$ cat src/hw/rtl/srfpll_pkg.sv
package srfpll_pkg;

   localparam int SAMPLE_W   = 16;
   localparam int ANGLE_W    = 16;
   localparam int ACC_W      = 24;
   localparam int GAIN_W     = 24;
   localparam int FREQ_W     = 32;
   localparam int MUL_A_W    = 34;
   localparam int MUL_B_W    = 18;
   localparam int MUL_P_W    = MUL_A_W + MUL_B_W;
   localparam int CSR_IDX_W  = 3;
   localparam int CSR_DATA_W = 24;
   localparam int REQ_DATA_W = 8 * SAMPLE_W;
   localparam int RSP_DATA_W = 11 * SAMPLE_W + FREQ_W;
   localparam int STEP_W     = 5;

   // register indexes
   localparam logic [CSR_IDX_W-1:0] REG_MODE      = 3'd0;
   localparam logic [CSR_IDX_W-1:0] REG_PLL_KP    = 3'd1;
   localparam logic [CSR_IDX_W-1:0] REG_PLL_KI_TS = 3'd2;
   localparam logic [CSR_IDX_W-1:0] REG_PHASE_SC  = 3'd3;
   localparam logic [CSR_IDX_W-1:0] REG_LPF_ALPHA = 3'd4;
   localparam logic [CSR_IDX_W-1:0] REG_VSG_KP    = 3'd5;
   localparam logic [CSR_IDX_W-1:0] REG_VSG_KI_TS = 3'd6;

   localparam logic [15:0]       LPF_ALPHA_RST = 16'd655;
   localparam logic [GAIN_W-1:0] VSG_KP_RST    = 24'd117965;

   localparam int INV3_Q16     = 21845;
   localparam int INVSQRT3_Q16 = 37837;
   localparam int SIN_A1       = 102944;
   localparam int SIN_A3       = 42048;
   localparam int SIN_A5       = 4640;

   // sequencer steps, one multiply each
   localparam logic [STEP_W-1:0] S_CLK_AV  = 5'd0;
   localparam logic [STEP_W-1:0] S_CLK_BV  = 5'd1;
   localparam logic [STEP_W-1:0] S_CLK_AI  = 5'd2;
   localparam logic [STEP_W-1:0] S_CLK_BI  = 5'd3;
   localparam logic [STEP_W-1:0] S_SIN0_Z  = 5'd4;
   localparam logic [STEP_W-1:0] S_SIN0_A5 = 5'd5;
   localparam logic [STEP_W-1:0] S_SIN0_A3 = 5'd6;
   localparam logic [STEP_W-1:0] S_SIN0_A1 = 5'd7;
   localparam logic [STEP_W-1:0] S_SIN1_Z  = 5'd8;
   localparam logic [STEP_W-1:0] S_SIN1_A5 = 5'd9;
   localparam logic [STEP_W-1:0] S_SIN1_A3 = 5'd10;
   localparam logic [STEP_W-1:0] S_SIN1_A1 = 5'd11;
   localparam logic [STEP_W-1:0] S_DV_A    = 5'd12;
   localparam logic [STEP_W-1:0] S_DV_B    = 5'd13;
   localparam logic [STEP_W-1:0] S_QV_A    = 5'd14;
   localparam logic [STEP_W-1:0] S_QV_B    = 5'd15;
   localparam logic [STEP_W-1:0] S_DI_A    = 5'd16;
   localparam logic [STEP_W-1:0] S_DI_B    = 5'd17;
   localparam logic [STEP_W-1:0] S_QI_A    = 5'd18;
   localparam logic [STEP_W-1:0] S_QI_B    = 5'd19;
   localparam logic [STEP_W-1:0] S_OMEGA   = 5'd20;
   localparam logic [STEP_W-1:0] S_INTEG   = 5'd21;
   localparam logic [STEP_W-1:0] S_LPF     = 5'd22;
   localparam logic [STEP_W-1:0] S_PHASE   = 5'd23;

   typedef enum logic [1:0] {
      ST_IDLE,
      ST_RUN,
      ST_DONE
   } state_type;

   typedef struct packed {
      logic              mode;
      logic [GAIN_W-1:0] pll_kp;
      logic [GAIN_W-1:0] pll_ki_ts;
      logic [15:0]       phase_step_scale;
      logic [15:0]       lpf_alpha;
      logic [GAIN_W-1:0] vsg_kp;
      logic [GAIN_W-1:0] vsg_ki_ts;
   } cfg_type;

   // add one half, then floor
   function automatic logic signed [MUL_P_W-1:0] rshr(input logic signed [MUL_P_W-1:0] v,
                                                       input int unsigned n);
      logic signed [MUL_P_W-1:0] half;
      logic signed [MUL_P_W-1:0] sum;
      half = MUL_P_W'(64'd1 << (n - 1));
      sum  = v + half;
      return sum >>> n;
   endfunction

   function automatic logic signed [SAMPLE_W-1:0] sat16(input logic signed [MUL_P_W-1:0] v);
      if (v > 52'sd32767) begin
         return 16'sh7fff;
      end else if (v < -52'sd32768) begin
         return 16'sh8000;
      end
      return v[SAMPLE_W-1:0];
   endfunction

   function automatic logic signed [FREQ_W-1:0] sat32(input logic signed [MUL_P_W-1:0] v);
      if (v > 52'sd2147483647) begin
         return 32'sh7fffffff;
      end else if (v < -52'sd2147483648) begin
         return 32'sh80000000;
      end
      return v[FREQ_W-1:0];
   endfunction

endpackage

$ cat src/hw/rtl/srfpll_mul.sv
module srfpll_mul (
   input  logic                                  clock,
   input  logic signed [srfpll_pkg::MUL_A_W-1:0] mul_a,
   input  logic signed [srfpll_pkg::MUL_B_W-1:0] mul_b,
   output logic signed [srfpll_pkg::MUL_P_W-1:0] prod_ff
);
   import srfpll_pkg::*;

   always_ff @(posedge clock) begin
      prod_ff <= mul_a * mul_b;
   end

endmodule

$ cat src/hw/rtl/srfpll_csr.sv
module srfpll_csr (
   input  logic                                clock,
   input  logic                                reset,
   input  logic                                csr_valid,
   input  logic                                csr_ready,
   input  logic [srfpll_pkg::CSR_IDX_W-1:0]    csr_index,
   input  logic [srfpll_pkg::CSR_DATA_W-1:0]   csr_data,
   output srfpll_pkg::cfg_type                 cfg_ff
);
   import srfpll_pkg::*;

   cfg_type cfg_in;

   always_comb begin
      cfg_in = cfg_ff;
      if (csr_valid && csr_ready) begin
         case (csr_index)
            REG_MODE:      cfg_in.mode             = csr_data[0];
            REG_PLL_KP:    cfg_in.pll_kp           = csr_data;
            REG_PLL_KI_TS: cfg_in.pll_ki_ts        = csr_data;
            REG_PHASE_SC:  cfg_in.phase_step_scale = csr_data[15:0];
            REG_LPF_ALPHA: cfg_in.lpf_alpha        = csr_data[15:0];
            REG_VSG_KP:    cfg_in.vsg_kp           = csr_data;
            REG_VSG_KI_TS: cfg_in.vsg_ki_ts        = csr_data;
            default:       cfg_in = cfg_ff;
         endcase
      end
   end

   always_ff @(posedge clock) begin
      if (reset) begin
         cfg_ff.mode             <= 1'b0;
         cfg_ff.pll_kp           <= '0;
         cfg_ff.pll_ki_ts        <= '0;
         cfg_ff.phase_step_scale <= '0;
         cfg_ff.lpf_alpha        <= LPF_ALPHA_RST;
         cfg_ff.vsg_kp           <= VSG_KP_RST;
         cfg_ff.vsg_ki_ts        <= '0;
      end else begin
         cfg_ff <= cfg_in;
      end
   end

endmodule

$ cat src/hw/rtl/srf_pll_clarke_park_unit.sv
// channel | ports                          | beat contents
// req     | req_tvalid/tready/tdata/tuser  | three-phase volts, currents, ext sine/cosine; hold
// rsp     | rsp_tvalid/tready/tdata        | alpha/beta, sine/cosine, d/q, angle, freq
// csr     | csr_valid/ready/index/data     | register write, ready whenever out of reset
//
// Each item runs an accept step, then 24 multiplies one after another
// through the single registered multiplier, then a load of the result.
// req_tready is high only while idle and out of reset; a waiting result is held in the
// output register and the block stalls before loading the next one until it is taken.
// Synchronous reset clears control, loop integrator, phase and filter state.
module srf_pll_clarke_park_unit (
   input  logic                                  clock,
   input  logic                                  reset,
   input  logic                                  req_tvalid,
   output logic                                  req_tready,
   // volt_a, volt_b, volt_c, curr_a, curr_b, curr_c, ext_sine, ext_cosine
   input  logic [srfpll_pkg::REQ_DATA_W-1:0]     req_tdata,
   // hold_integrator
   input  logic                                  req_tuser,
   output logic                                  rsp_tvalid,
   input  logic                                  rsp_tready,
   // alpha_volt, beta_volt, alpha_curr, beta_curr, sine_used, cosine_used,
   // d_volt, q_volt, d_curr, q_curr, angle, freq
   output logic [srfpll_pkg::RSP_DATA_W-1:0]     rsp_tdata,
   input  logic                                  csr_valid,
   output logic                                  csr_ready,
   input  logic [srfpll_pkg::CSR_IDX_W-1:0]      csr_index,
   input  logic [srfpll_pkg::CSR_DATA_W-1:0]     csr_data
);
   import srfpll_pkg::*;

   cfg_type cfg;

   state_type                 state_ff, state_in;
   logic [STEP_W-1:0]         step_ff, step_in;
   logic                      phase_ff, phase_in;
   logic [REQ_DATA_W-1:0]     in_data_ff, in_data_in;
   logic                      hold_ff, hold_in;

   logic signed [SAMPLE_W-1:0] alv_ff, alv_in, bev_ff, bev_in, ali_ff, ali_in, bei_ff, bei_in;
   logic signed [SAMPLE_W-1:0] sn_ff, sn_in, cs_ff, cs_in;
   logic signed [SAMPLE_W-1:0] dv_ff, dv_in, qv_ff, qv_in, di_ff, di_in, qi_ff, qi_in;
   logic [14:0]                z2_ff, z2_in, s0_ff, s0_in, s_new;
   logic [16:0]                t_ff, t_in;
   logic signed [MUL_P_W-1:0]  acc_ff, acc_in;
   logic signed [FREQ_W-1:0]   omega_ff, omega_in;
   logic [ANGLE_W-1:0]         ang_ff, ang_in;
   logic signed [FREQ_W-1:0]   vd_int_ff, vd_int_in, freq_filt_ff, freq_filt_in;
   logic [ACC_W-1:0]           phase_acc_ff, phase_acc_in;

   logic                       rsp_valid_ff, rsp_valid_in;
   logic [RSP_DATA_W-1:0]      rsp_data_ff, rsp_data_in;

   logic signed [MUL_A_W-1:0]  mul_a;
   logic signed [MUL_B_W-1:0]  mul_b;
   logic signed [MUL_P_W-1:0]  prod;

   logic signed [SAMPLE_W-1:0] va, vb, vc, ia, ib, ic, ext_sin, ext_cos;
   logic signed [17:0]         cl_av, cl_ai;
   logic signed [16:0]         cl_bv, cl_bi;
   logic [13:0]                r0;
   logic [14:0]                r1;
   logic signed [32:0]         lpf_diff;
   logic [GAIN_W-1:0]          kp_sel, ki_sel;
   logic signed [MUL_P_W-1:0]  y_q15, z_shr;
   logic signed [SAMPLE_W-1:0] s0s, s1s;

   assign va      = in_data_ff[15:0];
   assign vb      = in_data_ff[31:16];
   assign vc      = in_data_ff[47:32];
   assign ia      = in_data_ff[63:48];
   assign ib      = in_data_ff[79:64];
   assign ic      = in_data_ff[95:80];
   assign ext_sin = in_data_ff[111:96];
   assign ext_cos = in_data_ff[127:112];

   assign cl_av    = (18'(va) <<< 1) - 18'(vb) - 18'(vc);
   assign cl_bv    = 17'(vb) - 17'(vc);
   assign cl_ai    = (18'(ia) <<< 1) - 18'(ib) - 18'(ic);
   assign cl_bi    = 17'(ib) - 17'(ic);
   assign r0       = phase_acc_ff[21:8];
   assign r1       = 15'd16384 - {1'b0, r0};
   assign lpf_diff = 33'(omega_ff) - 33'(freq_filt_ff);
   assign kp_sel   = cfg.mode ? cfg.vsg_kp : cfg.pll_kp;
   assign ki_sel   = cfg.mode ? cfg.vsg_ki_ts : cfg.pll_ki_ts;

   assign z_shr = prod >>> 14;
   assign y_q15 = (prod + 52'sd16384) >>> 15;
   assign s_new = (y_q15 > 52'sd32767) ? 15'h7fff : y_q15[14:0];
   assign s0s   = signed'({1'b0, s0_ff});
   assign s1s   = signed'({1'b0, s_new});

   srfpll_csr u_csr (
      .clock     (clock),
      .reset     (reset),
      .csr_valid (csr_valid),
      .csr_ready (csr_ready),
      .csr_index (csr_index),
      .csr_data  (csr_data),
      .cfg_ff    (cfg)
   );

   srfpll_mul u_mul (
      .clock   (clock),
      .mul_a   (mul_a),
      .mul_b   (mul_b),
      .prod_ff (prod)
   );

   assign csr_ready  = !reset;
   assign req_tready = (state_ff == ST_IDLE) && !reset;
   assign rsp_tvalid = rsp_valid_ff;
   assign rsp_tdata  = rsp_data_ff;

   // operand select for the step in hand
   always_comb begin
      mul_a = '0;
      mul_b = '0;
      case (step_ff)
         S_CLK_AV: begin
            mul_a = MUL_A_W'(cl_av);
            mul_b = MUL_B_W'(INV3_Q16);
         end
         S_CLK_BV: begin
            mul_a = MUL_A_W'(cl_bv);
            mul_b = MUL_B_W'(INVSQRT3_Q16);
         end
         S_CLK_AI: begin
            mul_a = MUL_A_W'(cl_ai);
            mul_b = MUL_B_W'(INV3_Q16);
         end
         S_CLK_BI: begin
            mul_a = MUL_A_W'(cl_bi);
            mul_b = MUL_B_W'(INVSQRT3_Q16);
         end
         S_SIN0_Z: begin
            mul_a = MUL_A_W'(signed'({1'b0, r0}));
            mul_b = MUL_B_W'(signed'({1'b0, r0}));
         end
         S_SIN1_Z: begin
            mul_a = MUL_A_W'(signed'({1'b0, r1}));
            mul_b = MUL_B_W'(signed'({1'b0, r1}));
         end
         S_SIN0_A5, S_SIN1_A5: begin
            mul_a = MUL_A_W'(SIN_A5);
            mul_b = MUL_B_W'(signed'({1'b0, z2_ff}));
         end
         S_SIN0_A3, S_SIN1_A3: begin
            mul_a = MUL_A_W'(signed'({1'b0, t_ff}));
            mul_b = MUL_B_W'(signed'({1'b0, z2_ff}));
         end
         S_SIN0_A1: begin
            mul_a = MUL_A_W'(signed'({1'b0, t_ff}));
            mul_b = MUL_B_W'(signed'({1'b0, r0}));
         end
         S_SIN1_A1: begin
            mul_a = MUL_A_W'(signed'({1'b0, t_ff}));
            mul_b = MUL_B_W'(signed'({1'b0, r1}));
         end
         S_DV_A: begin
            mul_a = MUL_A_W'(alv_ff);
            mul_b = MUL_B_W'(cs_ff);
         end
         S_DV_B: begin
            mul_a = MUL_A_W'(bev_ff);
            mul_b = MUL_B_W'(sn_ff);
         end
         S_QV_A: begin
            mul_a = MUL_A_W'(bev_ff);
            mul_b = MUL_B_W'(cs_ff);
         end
         S_QV_B: begin
            mul_a = MUL_A_W'(alv_ff);
            mul_b = MUL_B_W'(sn_ff);
         end
         S_DI_A: begin
            mul_a = MUL_A_W'(ali_ff);
            mul_b = MUL_B_W'(cs_ff);
         end
         S_DI_B: begin
            mul_a = MUL_A_W'(bei_ff);
            mul_b = MUL_B_W'(sn_ff);
         end
         S_QI_A: begin
            mul_a = MUL_A_W'(bei_ff);
            mul_b = MUL_B_W'(cs_ff);
         end
         S_QI_B: begin
            mul_a = MUL_A_W'(ali_ff);
            mul_b = MUL_B_W'(sn_ff);
         end
         S_OMEGA: begin
            mul_a = MUL_A_W'(signed'({1'b0, kp_sel}));
            mul_b = MUL_B_W'(dv_ff);
         end
         S_INTEG: begin
            mul_a = MUL_A_W'(signed'({1'b0, ki_sel}));
            mul_b = MUL_B_W'(dv_ff);
         end
         S_LPF: begin
            mul_a = MUL_A_W'(lpf_diff);
            mul_b = MUL_B_W'(signed'({1'b0, cfg.lpf_alpha}));
         end
         S_PHASE: begin
            mul_a = MUL_A_W'(omega_ff);
            mul_b = MUL_B_W'(signed'({1'b0, cfg.phase_step_scale}));
         end
         default: begin
            mul_a = '0;
            mul_b = '0;
         end
      endcase
   end

   // sequencer and result write-back
   always_comb begin
      state_in     = state_ff;
      step_in      = step_ff;
      phase_in     = phase_ff;
      in_data_in   = in_data_ff;
      hold_in      = hold_ff;
      alv_in       = alv_ff;
      bev_in       = bev_ff;
      ali_in       = ali_ff;
      bei_in       = bei_ff;
      sn_in        = sn_ff;
      cs_in        = cs_ff;
      dv_in        = dv_ff;
      qv_in        = qv_ff;
      di_in        = di_ff;
      qi_in        = qi_ff;
      z2_in        = z2_ff;
      t_in         = t_ff;
      s0_in        = s0_ff;
      acc_in       = acc_ff;
      omega_in     = omega_ff;
      ang_in       = ang_ff;
      vd_int_in    = vd_int_ff;
      freq_filt_in = freq_filt_ff;
      phase_acc_in = phase_acc_ff;
      rsp_data_in  = rsp_data_ff;
      rsp_valid_in = rsp_valid_ff && !rsp_tready;

      case (state_ff)
         ST_IDLE: begin
            if (req_tvalid) begin
               in_data_in = req_tdata;
               hold_in    = req_tuser;
               state_in   = ST_RUN;
               step_in    = S_CLK_AV;
               phase_in   = 1'b0;
            end
         end
         ST_RUN: begin
            if (!phase_ff) begin
               phase_in = 1'b1;
            end else begin
               phase_in = 1'b0;
               step_in  = step_ff + 5'd1;
               case (step_ff)
                  S_CLK_AV: alv_in = sat16(rshr(prod, 16));
                  S_CLK_BV: bev_in = sat16(rshr(prod, 16));
                  S_CLK_AI: ali_in = sat16(rshr(prod, 16));
                  S_CLK_BI: bei_in = sat16(rshr(prod, 16));
                  S_SIN0_Z, S_SIN1_Z: z2_in = z_shr[14:0];
                  S_SIN0_A5, S_SIN1_A5: t_in = 17'(MUL_P_W'(SIN_A3) - z_shr);
                  S_SIN0_A3, S_SIN1_A3: t_in = 17'(MUL_P_W'(SIN_A1) - z_shr);
                  S_SIN0_A1: s0_in = s_new;
                  S_SIN1_A1: begin
                     if (cfg.mode) begin
                        sn_in  = ext_sin;
                        cs_in  = ext_cos;
                        ang_in = '0;
                     end else begin
                        ang_in = phase_acc_ff[ACC_W-1 -: ANGLE_W];
                        case (phase_acc_ff[ACC_W-1 -: 2])
                           2'd0: begin
                              sn_in = s0s;
                              cs_in = s1s;
                           end
                           2'd1: begin
                              sn_in = s1s;
                              cs_in = -s0s;
                           end
                           2'd2: begin
                              sn_in = -s0s;
                              cs_in = -s1s;
                           end
                           default: begin
                              sn_in = -s1s;
                              cs_in = s0s;
                           end
                        endcase
                     end
                  end
                  S_DV_A, S_QV_A, S_DI_A, S_QI_A: acc_in = prod;
                  S_DV_B: dv_in = sat16(rshr(acc_ff + prod, 15));
                  S_QV_B: qv_in = sat16(rshr(acc_ff - prod, 15));
                  S_DI_B: di_in = sat16(rshr(acc_ff + prod, 15));
                  S_QI_B: qi_in = sat16(rshr(acc_ff - prod, 15));
                  S_OMEGA: omega_in = sat32(rshr(prod, 15) + MUL_P_W'(vd_int_ff));
                  S_INTEG: begin
                     if (cfg.mode && hold_ff) begin
                        vd_int_in = '0;
                     end else begin
                        vd_int_in = sat32(MUL_P_W'(vd_int_ff) + rshr(prod, 23));
                     end
                  end
                  S_LPF: begin
                     if (!cfg.mode) begin
                        freq_filt_in = FREQ_W'(MUL_P_W'(freq_filt_ff) + rshr(prod, 16));
                     end
                  end
                  S_PHASE: begin
                     if (!cfg.mode) begin
                        phase_acc_in = phase_acc_ff + ACC_W'(rshr(prod, 23));
                     end
                     state_in = ST_DONE;
                     step_in  = S_CLK_AV;
                  end
                  default: step_in = S_CLK_AV;
               endcase
            end
         end
         ST_DONE: begin
            // hold until the output register is free
            if (!rsp_valid_ff || rsp_tready) begin
               rsp_valid_in = 1'b1;
               rsp_data_in  = {(cfg.mode ? omega_ff : freq_filt_ff), ang_ff,
                               qi_ff, di_ff, qv_ff, dv_ff, cs_ff, sn_ff,
                               bei_ff, ali_ff, bev_ff, alv_ff};
               state_in     = ST_IDLE;
            end
         end
         default: state_in = ST_IDLE;
      endcase
   end

   always_ff @(posedge clock) begin
      if (reset) begin
         state_ff     <= ST_IDLE;
         step_ff      <= S_CLK_AV;
         phase_ff     <= 1'b0;
         rsp_valid_ff <= 1'b0;
         vd_int_ff    <= '0;
         freq_filt_ff <= '0;
         phase_acc_ff <= '0;
      end else begin
         state_ff     <= state_in;
         step_ff      <= step_in;
         phase_ff     <= phase_in;
         rsp_valid_ff <= rsp_valid_in;
         vd_int_ff    <= vd_int_in;
         freq_filt_ff <= freq_filt_in;
         phase_acc_ff <= phase_acc_in;
      end
   end

   always_ff @(posedge clock) begin
      in_data_ff  <= in_data_in;
      hold_ff     <= hold_in;
      alv_ff      <= alv_in;
      bev_ff      <= bev_in;
      ali_ff      <= ali_in;
      bei_ff      <= bei_in;
      sn_ff       <= sn_in;
      cs_ff       <= cs_in;
      dv_ff       <= dv_in;
      qv_ff       <= qv_in;
      di_ff       <= di_in;
      qi_ff       <= qi_in;
      z2_ff       <= z2_in;
      t_ff        <= t_in;
      s0_ff       <= s0_in;
      acc_ff      <= acc_in;
      omega_ff    <= omega_in;
      ang_ff      <= ang_in;
      rsp_data_ff <= rsp_data_in;
   end

   a_phase_only_in_run: assert property (@(posedge clock) disable iff (reset)
      (state_ff != ST_RUN) |=> $stable(phase_acc_ff))
      else $error("phase accumulator moved outside the sequence");

   a_rsp_from_done: assert property (@(posedge clock) disable iff (reset)
      $rose(rsp_valid_ff) |-> $past(state_ff == ST_DONE))
      else $error("result raised without a finished sequence");

   a_idle_step_clear: assert property (@(posedge clock) disable iff (reset)
      (state_ff == ST_IDLE) |-> (step_ff == S_CLK_AV && !phase_ff))
      else $error("sequencer not parked at first step while idle");

   a_step_bound: assert property (@(posedge clock) disable iff (reset)
      (state_ff == ST_RUN) |-> (step_ff <= S_PHASE))
      else $error("sequencer step out of range");

endmodule

$ cat config.mk
export PLATFORM = sky130hd
export DESIGN_NAME = srf_pll_clarke_park_unit
export DESIGN_NICKNAME = d
export VERILOG_FILES = /design/src/hw/rtl/srfpll_pkg.sv /design/src/hw/rtl/srfpll_mul.sv /design/src/hw/rtl/srfpll_csr.sv /design/src/hw/rtl/srf_pll_clarke_park_unit.sv
export SDC_FILE = /design/constraint.sdc
export NUM_CORES = 2
export LEC_CHECK = 0
export BUFFER_PORTS_ARGS = -buffer_cell sky130_fd_sc_hd__buf_2
export CAP_MARGIN = 20
export CELL_PAD_IN_SITES_DETAIL_PLACEMENT = 1
export CELL_PAD_IN_SITES_GLOBAL_PLACEMENT = 1
export CORE_MARGIN = 10
export CORE_UTILIZATION = 54
export DETAILED_ROUTE_END_ITERATION = 10
export GPL_TIMING_DRIVEN = 0
export PLACE_DENSITY = 0.93
export SLEW_MARGIN = 10
export SYNTH_ARGS = -nofsm -noshare
export SYNTH_HDL_FRONTEND = slang
export SYNTH_SLANG_ARGS = --single-unit
$ cat constraint.sdc
create_clock -name clock -period 36.7 [get_ports clock]
set_clock_uncertainty 0.2 [all_clocks]
set_input_delay 3.67 -clock clock [delete_from_list [all_inputs] [get_ports clock]]
set_output_delay 3.67 -clock clock [all_outputs]
set_load 0.01 [all_outputs]
==> reports/results.txt <==
part of the Yosys area used for sequential elements - 0.3292
Place WS - 23510 ps
maximum number of pins on one net before global-route repair - 53
Die Y-Extent - 394.3 um
clk sinks - 922
Max Fclk - 72.32 MHz
total of hold buffers inserted after clock tree synthesis - 0
type of the tightest min-delay check - flop to flop
Post-Synth Simple-Gate Area - 0.1435
number of distinct library cells after synthesis - 94
post-CTS resize count - 0
antenna violations before repair - 48
violations in the final reports - slew limit
Die Outline Area - 155500 sq um
total count of hold-check failures in the final report - 0
Vias/cell - 6.538
width of the chip - 394.3 um
Min Clock Period, post-route - 13830 ps
Routed wire per std cell - 32.38 um
Boundary Pins - 372
initial standard-cell utilization of the core - 0.5428
TritonCTS clock tree - done
Clock Tree Root - clkbuf_16
Avg Synthesized Cell Area - 9.524 sq um
#FFs+latches synth - 922
post-layout worst setup margin - 22870 ps
Core Region - 139400 sq um
via count of the first global-routing pass - 72560
latest clock arrival within the worst-skew pair - 810 ps
startpoint of the most critical setup path - step_ff[2]
Port-buffer cells - 371
FF-to-FF setup slack - 22870 ps
first-pass iteration count of the detailed router - 9
Residual DRC - 0
number of standard-cell rows in the floorplan - 137
xor/xnor share of the synthesized area - 0.05104
unrepaired setup endpoints after global routing - false
final worst hold slack - 212.7 ps
yosys warns - 0
share of synthesized cell area in full adder, half adder and majority cells - 0.2610
maximum level of the CTS H-tree - 3
most common cell after layout, fill and taps aside - inv_1
number of nets with antenna violations after detailed routing - 0
worst-path cell with the longest stage delay - nor2_1
number of setup violations in the final report - 0
final standard cell utilization of the core - 0.6071
Post-synth EDFFs - 644
Worst Tran Pin Value - 1508 ps
maximum root-to-sink buffer count - 3
WP data arrival - 14290 ps
post-synthesis mux area share - 0.01088
share of flip-flops with an asynchronous set or reset after synthesis - 0
Worst EP required - 37160 ps
sum of routed wire length over all layers - 339700 um
commonest non-fill, non-tap cells in the layout - inv_1 (1020), nand2_1 (1007), edfxtp_1 (644), fa_1 (614), ha_1 (595)
First DRT Iteration DRCs - 7959
highest cell delay on the worst timing path - 900 ps
most used flip-flop cell after synthesis - edfxtp_1
type of origin of the critical path - flop
Worst Min Path Start - ang_ff[9]
cts bufs inserted - 103
endpoint class of the critical path - flop
global-route wire length before repair - 488500 um
global route total overflow - 0
global-route total usage across every layer - 0.4228
final weighted congestion of routability-driven global placement - 1.080
synthesis-to-layout area growth - 11.83%
largest driver fanout on the critical path - 10
number of nets in the synthesized netlist - 9313
dpl hpwl - 270300 um
Post-Synthesis Cells - 7943
proportion of layout cells with a drive suffix above 1 - 0.08819
setup TNS - 0 ps
compound-cell area share of the yosys netlist - 0.1375
start-to-end type of the worst setup path - flop to flop
routed vias - 68590
# nets final - 9864
max capacitance violation total - 0
tightest slew margin relative to the limit - -0.005097
largest family of logic cells by synthesized area - adder cells
buffers inserted during post-CTS setup optimization - 0
Period Utilization, post-route - 0.3767
cell area after synthesis - 75650 sq um
status - finished with violations
worst reg2reg startpoint - step_ff[2]
Clk pin slew, worst setup/hold paths - 70 ps
Slew Limit Fails - 2
through the flow:
| stage | cells | cell area [sq um] |
|---|---|---|
| after global placement | 10190 | 79850 |
| after floorplan | 7943 | 75650 |
| after global routing | 10470 | 84550 |
| after CTS | 10450 | 84390 |
| final | 10490 | 84600 |
| after detailed placement | 10250 | 80760 |
synth_stat cells, drive strengths merged (70+ instances only):
library cell  count  share of area
inv            1022          0.051
nand2          1007          0.050
edfxtp          644           0.26
fa              614           0.16
ha              595          0.098
nor2            508          0.025
a21oi           491          0.033
xnor2           313          0.036
o21ai           307          0.020
clkbuf          283          0.014
dfxtp           278          0.074
a21o            179          0.018
nand3           165          0.011
xor2            127          0.015
nor3            108         0.0072
and2            103         0.0085
nor2b            89         0.0074
nand2b           84         0.0070
and3             72         0.0060
mux2i            71         0.0094
a221oi           70         0.0081
area by class of cell:
cell class,instances,area (sq um)
antenna,30,75.07
buffer,311,1207
clock buffer,131,2873
clock inverter,64,758.2
fill,15740,54760
inverter,1026,3851
multi-input combinational,5684,45900
sequential,922,24900
tap,1876,2347
timing repair buffer,446,2685
metal layers:
layer	vias to the layer above	GRT usage	part of all wire
met5	-	0	0.00057
met4	28	0.3407	0.098
met3	1569	0.1281	0.11
met2	4579	0.6631	0.45
met1	34250	0.4771	0.34
li1	28160	-	-
registers in the layout (all words and copies together) (netlist names), 17 cells and up:
register	cells
acc_ff	52
u_mul.prod_ff	52
rsp_tdata	208
omega_ff	32
u_csr.cfg_ff	129
in_data_ff	128
freq_filt_ff	32
phase_acc_ff	24
t_ff	17
vd_int_ff	32
worst max-delay path: cells and delay by family, from the launching register on:
family	cells	cell delay, ps
fa+ha+maj	7	3530
simple gates	10	3270
flops	1	300
buf+inv	13	4140
compound gates	8	1990
xor+xnor	1	230
cells by family (layout without fill, tap and decap cells):
kind of cell	count (synthesis)	after routing
fa+ha+maj	1210	1210
compound gates	1583	1583
flops	922	922
mux	79	79
other cells	0	30
simple gates	2372	2372
xor+xnor	440	440
buf+inv	1337	1978
final timing paths:
check,endpoint,cells after the start
min,rsp_tdata[169],0
max reg2reg,u_mul.prod_ff[50],39
min reg2reg,rsp_tdata[169],0
max,u_mul.prod_ff[50],39
Power is left out: the tool's default activity adds up to more than one toggle a clock period on the data nets, which glitch-free logic cannot reach.
